[src/hw/rtl/prm_pkg.sv]
// ----------------------------------------------------------------------------
// Pulse interval RPM meter package
// Shared constants, register indexes, controller states and the command and
// status words that join the controller to the datapath.
// ----------------------------------------------------------------------------
package prm_pkg;

	// Default timestamp width in bits.
	localparam int TIME_WIDTH_DEFAULT = 32;

	// Register field widths.
	localparam int DEBOUNCE_WIDTH = 20;
	localparam int SCALE_WIDTH    = 32;
	localparam int RATE_WIDTH     = 16;
	localparam int PULSE_WIDTH    = 32;

	// Register reset values.
	localparam logic [DEBOUNCE_WIDTH-1:0] DEBOUNCE_RESET = 20'd10000;
	localparam logic [SCALE_WIDTH-1:0]    SCALE_RESET    = 32'd60000000;
	localparam logic [RATE_WIDTH-1:0]     RATE_MAX       = 16'hFFFF;

	// One quotient bit per divider step, one step per dividend bit.
	localparam int DIV_STEPS  = SCALE_WIDTH;
	localparam int STEP_WIDTH = $clog2(DIV_STEPS);

	// Configuration register indexes.
	typedef enum logic [0:0] {
		REG_DEBOUNCE = 1'b0,
		REG_SCALE    = 1'b1
	} reg_index_t;

	// Controller states.
	typedef enum logic [1:0] {
		ST_IDLE,
		ST_DIVIDE,
		ST_DELIVER
	} state_t;

	// Controller to datapath.
	typedef struct packed {
		logic in_ready;
		logic div_step;
		logic load_out;
	} cmd_t;

	// Datapath to controller.
	typedef struct packed {
		logic in_valid;
		logic emit;
		logic div_last;
		logic out_full;
		logic out_ready;
	} status_t;

endpackage

[src/hw/rtl/prm_if.sv]
// ----------------------------------------------------------------------------
// Pulse interval RPM meter stream interfaces
// Valid/ready channels for the pulse timestamp word and the rate word.
// ----------------------------------------------------------------------------
interface prm_pulse_if;
	logic                             valid;
	logic                             ready;
	logic [prm_pkg::PULSE_WIDTH-1:0]  pulse_time;

	modport source (output valid, output pulse_time, input ready);
	modport sink   (input valid, input pulse_time, output ready);
endinterface

interface prm_rate_if;
	logic                             valid;
	logic                             ready;
	logic [prm_pkg::RATE_WIDTH-1:0]   rotation_rate;

	modport source (output valid, output rotation_rate, input ready);
	modport sink   (input valid, input rotation_rate, output ready);
endinterface

[src/hw/rtl/prm_ctrl.sv]
// ----------------------------------------------------------------------------
// Pulse interval RPM meter controller
// Sequences pulse acceptance, the restoring divide and the hand-off of the
// quotient into the output register.
// ----------------------------------------------------------------------------
module prm_ctrl (
	input  logic              clk,
	input  logic              arst_n,
	input  prm_pkg::status_t  status,
	output prm_pkg::cmd_t     cmd
);

	prm_pkg::state_t state_q;
	prm_pkg::state_t state_d;

	// State register.
	always_ff @(posedge clk or negedge arst_n) begin
		if (!arst_n) begin
			state_q <= prm_pkg::ST_IDLE;
		end else begin
			state_q <= state_d;
		end
	end

	// Next state and commands.
	always_comb begin
		state_d      = state_q;
		cmd.in_ready = 1'b0;
		cmd.div_step = 1'b0;
		cmd.load_out = 1'b0;
		unique case (state_q)
			prm_pkg::ST_IDLE: begin
				cmd.in_ready = 1'b1;
				if (status.in_valid && status.emit) begin
					state_d = prm_pkg::ST_DIVIDE;
				end
			end
			prm_pkg::ST_DIVIDE: begin
				cmd.div_step = 1'b1;
				if (status.div_last) begin
					state_d = prm_pkg::ST_DELIVER;
				end
			end
			prm_pkg::ST_DELIVER: begin
				// Wait until the output register is empty or being drained.
				if (!status.out_full || status.out_ready) begin
					cmd.load_out = 1'b1;
					state_d      = prm_pkg::ST_IDLE;
				end
			end
			default: begin
				state_d = prm_pkg::ST_IDLE;
			end
		endcase
	end

endmodule

[src/hw/rtl/prm_datapath.sv]
// ----------------------------------------------------------------------------
// Pulse interval RPM meter datapath
// Configuration registers, debounce and interval accumulation, a one-bit-per-
// cycle restoring divider and the output register.
// ----------------------------------------------------------------------------
module prm_datapath #(
	parameter int TIME_WIDTH = prm_pkg::TIME_WIDTH_DEFAULT
) (
	input  logic                              clk,
	input  logic                              arst_n,
	input  logic                              cfg_we,
	input  prm_pkg::reg_index_t               cfg_index,
	input  logic [prm_pkg::SCALE_WIDTH-1:0]   cfg_data,
	prm_pulse_if.sink                         pulse,
	prm_rate_if.source                        rate,
	input  prm_pkg::cmd_t                     cmd,
	output prm_pkg::status_t                  status
);

	localparam int DW = prm_pkg::DEBOUNCE_WIDTH;
	localparam int SW = prm_pkg::SCALE_WIDTH;
	localparam int RW = prm_pkg::RATE_WIDTH;

	// Configuration registers.
	logic [DW-1:0] debounce_q;
	logic [SW-1:0] scale_q;

	// Measurement state.
	logic [1:0]            count_q;
	logic [TIME_WIDTH-1:0] last_q;
	logic [TIME_WIDTH-1:0] sum_q;

	// Divider registers; the dividend register fills with quotient bits.
	logic [SW-1:0]                  dvd_q;
	logic [TIME_WIDTH-1:0]          div_q;
	logic [TIME_WIDTH-1:0]          rem_q;
	logic [prm_pkg::STEP_WIDTH-1:0] step_q;

	// Output register.
	logic [RW-1:0] out_q;
	logic          out_valid_q;

	logic [TIME_WIDTH+prm_pkg::PULSE_WIDTH-1:0] t_ext;
	logic [TIME_WIDTH-1:0]                      t_now;
	logic [TIME_WIDTH-1:0]                      diff;
	logic [TIME_WIDTH-1:0]                      sum_next;
	logic [TIME_WIDTH+DW-1:0]                   diff_ext;
	logic [TIME_WIDTH+DW-1:0]                   deb_ext;
	logic                                       pass;
	logic                                       accept;
	logic [TIME_WIDTH:0]                        shifted;
	logic [TIME_WIDTH:0]                        trial;
	logic                                       qbit;

	// Timestamp taken to the configured width, wrap-around difference.
	assign t_ext    = {{TIME_WIDTH{1'b0}}, pulse.pulse_time};
	assign t_now    = t_ext[TIME_WIDTH-1:0];
	assign diff     = t_now - last_q;
	assign sum_next = sum_q + diff;

	// Debounce: the first pulse after reset always counts.
	assign diff_ext = {{DW{1'b0}}, diff};
	assign deb_ext  = {{TIME_WIDTH{1'b0}}, debounce_q};
	assign pass     = (count_q == 2'd0) || (diff_ext > deb_ext);
	assign accept   = pulse.valid && cmd.in_ready;

	// One restoring step: shift in the next dividend bit, try the subtract.
	assign shifted = {rem_q, dvd_q[SW-1]};
	assign trial   = shifted - {1'b0, div_q};
	assign qbit    = !trial[TIME_WIDTH];

	// Configuration writes.
	always_ff @(posedge clk or negedge arst_n) begin
		if (!arst_n) begin
			debounce_q <= prm_pkg::DEBOUNCE_RESET;
			scale_q    <= prm_pkg::SCALE_RESET;
		end else if (cfg_we) begin
			unique case (cfg_index)
				prm_pkg::REG_DEBOUNCE: debounce_q <= cfg_data[DW-1:0];
				prm_pkg::REG_SCALE:    scale_q    <= cfg_data;
				default:               debounce_q <= debounce_q;
			endcase
		end
	end

	// Measurement state update on an accepted, debounced pulse.
	always_ff @(posedge clk or negedge arst_n) begin
		if (!arst_n) begin
			count_q <= 2'd0;
			last_q  <= '0;
			sum_q   <= '0;
		end else if (accept && pass) begin
			last_q <= t_now;
			priority if (count_q == 2'd0) begin
				sum_q   <= '0;
				count_q <= 2'd1;
			end else if (count_q == 2'd2) begin
				sum_q   <= '0;
				count_q <= 2'd1;
			end else begin
				sum_q   <= sum_next;
				count_q <= count_q + 2'd1;
			end
		end
	end

	// Divider: loaded when a rotation closes, then one bit per step.
	always_ff @(posedge clk) begin
		if (accept && pass && (count_q == 2'd2)) begin
			dvd_q  <= scale_q;
			div_q  <= sum_next;
			rem_q  <= '0;
			step_q <= '0;
		end else if (cmd.div_step) begin
			dvd_q  <= {dvd_q[SW-2:0], qbit};
			rem_q  <= qbit ? trial[TIME_WIDTH-1:0] : shifted[TIME_WIDTH-1:0];
			step_q <= step_q + 1'b1;
		end
	end

	// Output register with saturation; a zero divisor yields all ones.
	always_ff @(posedge clk or negedge arst_n) begin
		if (!arst_n) begin
			out_valid_q <= 1'b0;
		end else if (cmd.load_out) begin
			out_valid_q <= 1'b1;
		end else if (rate.ready) begin
			out_valid_q <= 1'b0;
		end
	end

	always_ff @(posedge clk) begin
		if (cmd.load_out) begin
			out_q <= (|dvd_q[SW-1:RW]) ? prm_pkg::RATE_MAX : dvd_q[RW-1:0];
		end
	end

	assign pulse.ready        = cmd.in_ready;
	assign rate.valid         = out_valid_q;
	assign rate.rotation_rate = out_q;

	// Status back to the controller.
	assign status.in_valid  = pulse.valid;
	assign status.emit      = pass && (count_q == 2'd2);
	assign status.div_last  = (step_q == prm_pkg::STEP_WIDTH'(prm_pkg::DIV_STEPS - 1));
	assign status.out_full  = out_valid_q;
	assign status.out_ready = rate.ready;

endmodule

[src/hw/rtl/pulse_interval_rpm_meter_unit.sv]
// A closing pulse is followed by the divider steps and then the output load,
// which makes the rate word valid. Other pulses do not hold the input; a
// closing pulse holds it through the divide and the load, and longer while a
// rate word waits, with one quotient bit per divider step.
// Reset: arst_n clears the measurement, the output valid and the controller,
// and returns both registers to their defaults (10000 us, 60000000).
// ----------------------------------------------------------------------------
// Pulse interval RPM meter top level
// Debounced two-pulse-per-turn tachometer that emits scale / interval.
// ----------------------------------------------------------------------------
module pulse_interval_rpm_meter_unit #(
	parameter int TIME_WIDTH = prm_pkg::TIME_WIDTH_DEFAULT
) (
	input  logic                              clk,
	input  logic                              arst_n,
	input  logic                              cfg_we,
	input  prm_pkg::reg_index_t               cfg_index,
	input  logic [prm_pkg::SCALE_WIDTH-1:0]   cfg_data,
	prm_pulse_if.sink                         pulse,
	prm_rate_if.source                        rate
);

	prm_pkg::cmd_t    cmd;
	prm_pkg::status_t status;

	// Sequencer.
	prm_ctrl u_ctrl (
		.clk    (clk),
		.arst_n (arst_n),
		.status (status),
		.cmd    (cmd)
	);

	// Datapath.
	prm_datapath #(
		.TIME_WIDTH (TIME_WIDTH)
	) u_datapath (
		.clk       (clk),
		.arst_n    (arst_n),
		.cfg_we    (cfg_we),
		.cfg_index (cfg_index),
		.cfg_data  (cfg_data),
		.pulse     (pulse),
		.rate      (rate),
		.cmd       (cmd),
		.status    (status)
	);

`ifndef ASSERT_OFF
	// No pulse is taken while the divider is working.
	a_no_accept_in_divide: assert property (@(posedge clk) disable iff (!arst_n)
		cmd.div_step |-> !pulse.ready)
		else $error("pulse accepted during divide");

	// A new result only follows an output load.
	a_valid_after_load: assert property (@(posedge clk) disable iff (!arst_n)
		$rose(rate.valid) |-> $past(cmd.load_out))
		else $error("result appeared without a load");

	// A load never overwrites a result that is still waiting.
	a_no_overwrite: assert property (@(posedge clk) disable iff (!arst_n)
		cmd.load_out |-> (!rate.valid || rate.ready))
		else $error("output overwritten before it was taken");

	// The divider steps are followed by the output load stage.
	a_divide_then_deliver: assert property (@(posedge clk) disable iff (!arst_n)
		(cmd.div_step && status.div_last) |=> !cmd.div_step && !pulse.ready)
		else $error("divide did not hand off to delivery");
`endif

endmodule

[src/flat_wrapper.sv]
// flat-port wrapper written by rule: the top's interface ports become plain ports
module pulse_interval_rpm_meter_unit_flat 
#(
	parameter int TIME_WIDTH = prm_pkg::TIME_WIDTH_DEFAULT
)
  (clk, arst_n, cfg_we, cfg_index, cfg_data, pulse_valid, pulse_pulse_time, pulse_ready, rate_valid, rate_rotation_rate, rate_ready);
  prm_pulse_if pulse_i ();
  prm_rate_if rate_i ();
  input  logic clk;
  input  logic arst_n;
  input  logic cfg_we;
  input  prm_pkg::reg_index_t cfg_index;
  input  logic [prm_pkg::SCALE_WIDTH-1:0] cfg_data;
  input wire logic [$bits(pulse_i.valid)-1:0] pulse_valid;
  input wire logic [$bits(pulse_i.pulse_time)-1:0] pulse_pulse_time;
  output wire logic [$bits(pulse_i.ready)-1:0] pulse_ready;
  output wire logic [$bits(rate_i.valid)-1:0] rate_valid;
  output wire logic [$bits(rate_i.rotation_rate)-1:0] rate_rotation_rate;
  input wire logic [$bits(rate_i.ready)-1:0] rate_ready;
  assign pulse_i.valid = pulse_valid;
  assign pulse_i.pulse_time = pulse_pulse_time;
  assign pulse_ready = pulse_i.ready;
  assign rate_valid = rate_i.valid;
  assign rate_rotation_rate = rate_i.rotation_rate;
  assign rate_i.ready = rate_ready;
  pulse_interval_rpm_meter_unit #(.TIME_WIDTH(TIME_WIDTH)) u_core (.clk(clk), .arst_n(arst_n), .cfg_we(cfg_we), .cfg_index(cfg_index), .cfg_data(cfg_data), .pulse(pulse_i), .rate(rate_i));
endmodule
[config.mk]
export PLATFORM = sky130hd
export DESIGN_NAME = pulse_interval_rpm_meter_unit_flat
export DESIGN_NICKNAME = d
export VERILOG_FILES = /design/src/hw/rtl/prm_pkg.sv /design/src/hw/rtl/prm_if.sv /design/src/hw/rtl/prm_ctrl.sv /design/src/hw/rtl/prm_datapath.sv /design/src/hw/rtl/pulse_interval_rpm_meter_unit.sv /design/src/flat_wrapper.sv
export SDC_FILE = /design/constraint.sdc
export NUM_CORES = 1
export LEC_CHECK = 0
export ABC_AREA = 1
export BUFFER_PORTS_ARGS = -buffer_cell sky130_fd_sc_hd__clkbuf_2
export CAP_MARGIN = 10
export CORE_MARGIN = 2
export CORE_UTILIZATION = 42
export DETAILED_ROUTE_END_ITERATION = 10
export PLACE_DENSITY = 0.63
export SYNTH_ARGS = -nofsm -noshare
export SYNTH_HDL_FRONTEND = slang
export SYNTH_SLANG_ARGS = --single-unit
[constraint.sdc]
create_clock -name clk -period 8.8 [get_ports clk]
set_input_delay 0.88 -clock clk [delete_from_list [all_inputs] [get_ports clk]]
set_output_delay 0.88 -clock clk [all_outputs]
set_load 0.02 [all_outputs]
==> results.cfg <==
[run_status]
status = completed

[global_route]
grt_start_max_net_pins = 82
use_met2_pct = 37.5
grt-busiest-layer = met2
met1_usage_pct = 28.0
grt_pass1_vias = 14700
antenna_found_initial = 0
track_usage_pct = 21.3
grt_use_met3_pct = 2.50
grt_pass1_wl_um = 71900
overflow = 0

[drt]
vias_per_cell = 4.94
drcViolationCount = 0
totalWireLength_um = 43200
dr_total_vias = 14600
antenna_left = 0
wl_per_cell_um = 14.6
drtPass1Iterations = 5
drt_iter0_markers = 910

[power_and_ir_drop]
p_comb_share_pct = 61.4
p_int_mw = 4.17
power.density_mw_per_mm2 = 444
netSwitchingPower_mw = 4.04
sequentialPowerShare_pct = 22.7
ir_drop_mv = 0.202
clockPowerShare_pct = 15.9
netSwitchingFraction_pct = 49.2
p_leak_nw = 9.79

[clock_tree]
cts_max_level = 1
cts_sinks = 238
cts_resized = 0
cts_tree = yes
cts_max_path_buffers = 3
postCtsHoldBufs = 0
path_clk_slew_ns = 0.06
root_buffer = clkbuf_16
cts_buffers = 29
postCtsSetupBuffers = 0
clock_latency_ns = 0.58

[min_path]
min_path_type = in -> async

[setup_path]
critPathLaunchType = input pin
endpoint_kind = flip-flop
cp_data_arrival_time_ns = 5.55
cp_slowest_cell = buf_4
path_max_fanout = 79
critical_path.top_delay_family = simple AND/OR/NAND/NOR gates
cp_num_buf_inv = 5
cpMostUsedCell = nand2_1
path_class = in -> reg
slowest_delay_ns = 0.64
worstPathRequired_ns = 9.08

[timing]
skew_ns = 0.0360
relSlewSlack_pct = 18.5
tns_ns = 0
rsz0062_at_grt = false
setup_viol = 0
fmax_mhz = 190
hold_slack_ns = 0.279
slew_violations = 0
fin_crit_sh_pct = 59.9
fin_crit_ns = 5.27
worst_pin_slew_ns = 1.22
hold_viol_final = 0

[yosys]
synth_cell_types = 38
synth_compound_area_share_pct = 12.2
synth_top_cell_area_share_pct = 16.0
synthFlopType = dfrtp_1
synth-simple-area-share_pct = 25.2
async_reset_ff_share_pct = 50.8
synth_nets = 2534
seq_area_frac_synth_pct = 37.3
synth_top_family_by_area = simple AND/OR/NAND/NOR gates
ys_ff_latch = 238
synth_area_leaders = dfrtp_1 16%, nand2_1 15%, edfxtp_1 14%, inv_1 10%, ha_1 8.8%
synth_fa_ha_area_share_pct = 9.11
synth.avg_cell_area_um2 = 7.07
synth_edf_count = 80
synth_area_mm2 = 0.0166
yosys.area.top_type = dfrtp_1
synthXorXnorAreaFrac_pct = 3.80
syn_inst = 2345
ys_warn_count = 0
synthMuxAreaShare_pct = 0

[final_layout]
post-route-util_pct = 47.6
drive_gt1_share_pct = 7.05
fin_cells = 2956
num_antenna_cells = 0
fillers = 3954
nets = 2604
area_growth_syn_to_layout_pct = 11.5

[floorplan]
die-area_mm2 = 0.0411
row_count = 72
ios = 88
die_h_um = 203
fp.dieW_um = 203
start_util_pct = 42.7
core_area_mm2 = 0.0388

[place]
hpwl_um = 34000
place.gp.congestion = 0.938
place.port_buffers = 87
place_inst = 2901

[flow_run]
maxCapViolations = 0
## worst paths after layout
check	cells past startpoint	slack [ns]	endpoint	startpoint
hold / removal	1	0.28	u_core.u_datapath.scale_q[2]	arst_n
max in group asynchronous	2	6.99	u_core.u_datapath.sum_q[30]	arst_n
hold reg to reg	2	0.48	u_core.u_datapath.scale_q[20]	u_core.u_datapath.scale_q[20]
setup / recovery	25	3.53	u_core.u_datapath.dvd_q[19]	pulse_pulse_time[0]
setup reg to reg	24	3.57	u_core.u_datapath.dvd_q[19]	u_core.u_datapath.last_q[2]
min in group clk	2	0.48	u_core.u_datapath.scale_q[20]	u_core.u_datapath.scale_q[20]
## cell usage after synthesis (all sizes together) (2+ instances only)
cell type and instances:
nand2 683, inv 460, o21ai 216, nor2 144, nand3 131, ha 116, a21oi 108, dfrtp 106
edfxtp 80, xor2 51, dfxtp 37, buf 30, clkbuf 26, nand4 22, xnor2 21, nor3 18
dfstp 15, o21bai 15, a21o 14, a31oi 10, nand3b 9, nor4 8, a21boi 7, o21a 4
and2 3, fa 3, or2 3, o211ai 2
## power by group through the flow
stage | sequential (mW) | combinational, mW | clock (mW)
after floorplan | 1.82 | 3.75 | 0
after global placement | 1.87 | 4.93 | 0
after detailed placement | 1.88 | 4.98 | 0
after CTS | 1.87 | 5.01 | 1.33
after global routing | 1.91 | 5.77 | 1.37
final | 1.87 | 5.04 | 1.30
## cells by family after synthesis
kind of cell               Yosys count
AOI/OAI and AO/OA                  378
xor gates and xnor gates            72
adders and majority gates          119
buffers and inverters              516
DFF                                238
and+or+nand+nor                   1022
## flip-flops by register name, indices dropped and copies added, names as in the netlist
register	flops
u_core.u_datapath.div_q	32
u_core.u_datapath.dvd_q	32
u_core.u_datapath.last_q	32
u_core.u_datapath.rem_q	32
u_core.u_datapath.scale_q	32
u_core.u_datapath.sum_q	32
u_core.u_datapath.debounce_q	20
u_core.u_datapath.rate.rotation_rate	16
u_core.u_datapath.step_q	5
u_core.u_ctrl.state_q	2
u_core.u_datapath.count_q	2
u_core.u_datapath.rate.valid	1
## stage by stage
stage / area (um^2) / total power, mW / worst slack [ns]
finish: 18500 / 8.21 / 3.53
global route: 18500 / 9.06 / 3.03
CTS: 18500 / 8.21 / 3.56
detailed placement: 17400 / 6.86 / 2.99
global placement: 17400 / 6.80 / 3.00
floorplan: 16600 / 5.58 / 4.22
## layout by cell type, fill, tap and decap left out, types with 10 or more instances in the layout
cell type / count
dfrtp_1: 106
o21bai_1: 15
clkbuf_2: 86
xnor2_1: 21
dfstp_2: 15
dfxtp_1: 37
nand4_1: 22
nand3_1: 128
clkbuf_16: 30
nor3_1: 17
edfxtp_1: 80
ha_1: 116
o21ai_0: 120
a21oi_1: 108
nand2_1: 682
a31oi_1: 10
nor2_1: 140
o21ai_1: 96
xor2_1: 51
inv_1: 459
a21o_1: 14
## routing by layer
metal  wire, um  vias up
met3       1560       66
met1      20000     6734
met2      20600      239
li1           -     7555
met5          0        -
met4       1040        0
## layout make-up
cell class,instances,area [um^2],area share [%]
sequential,238,6190,33.5
clock inverter,18,236,1.28
tap,518,648,3.50
multi-input combinational,1591,8360,45.2
inverter,460,1730,9.34
clock buffer,36,813,4.40
timing repair buffer,95,518,2.80
(Power assumes the default switching activity.)
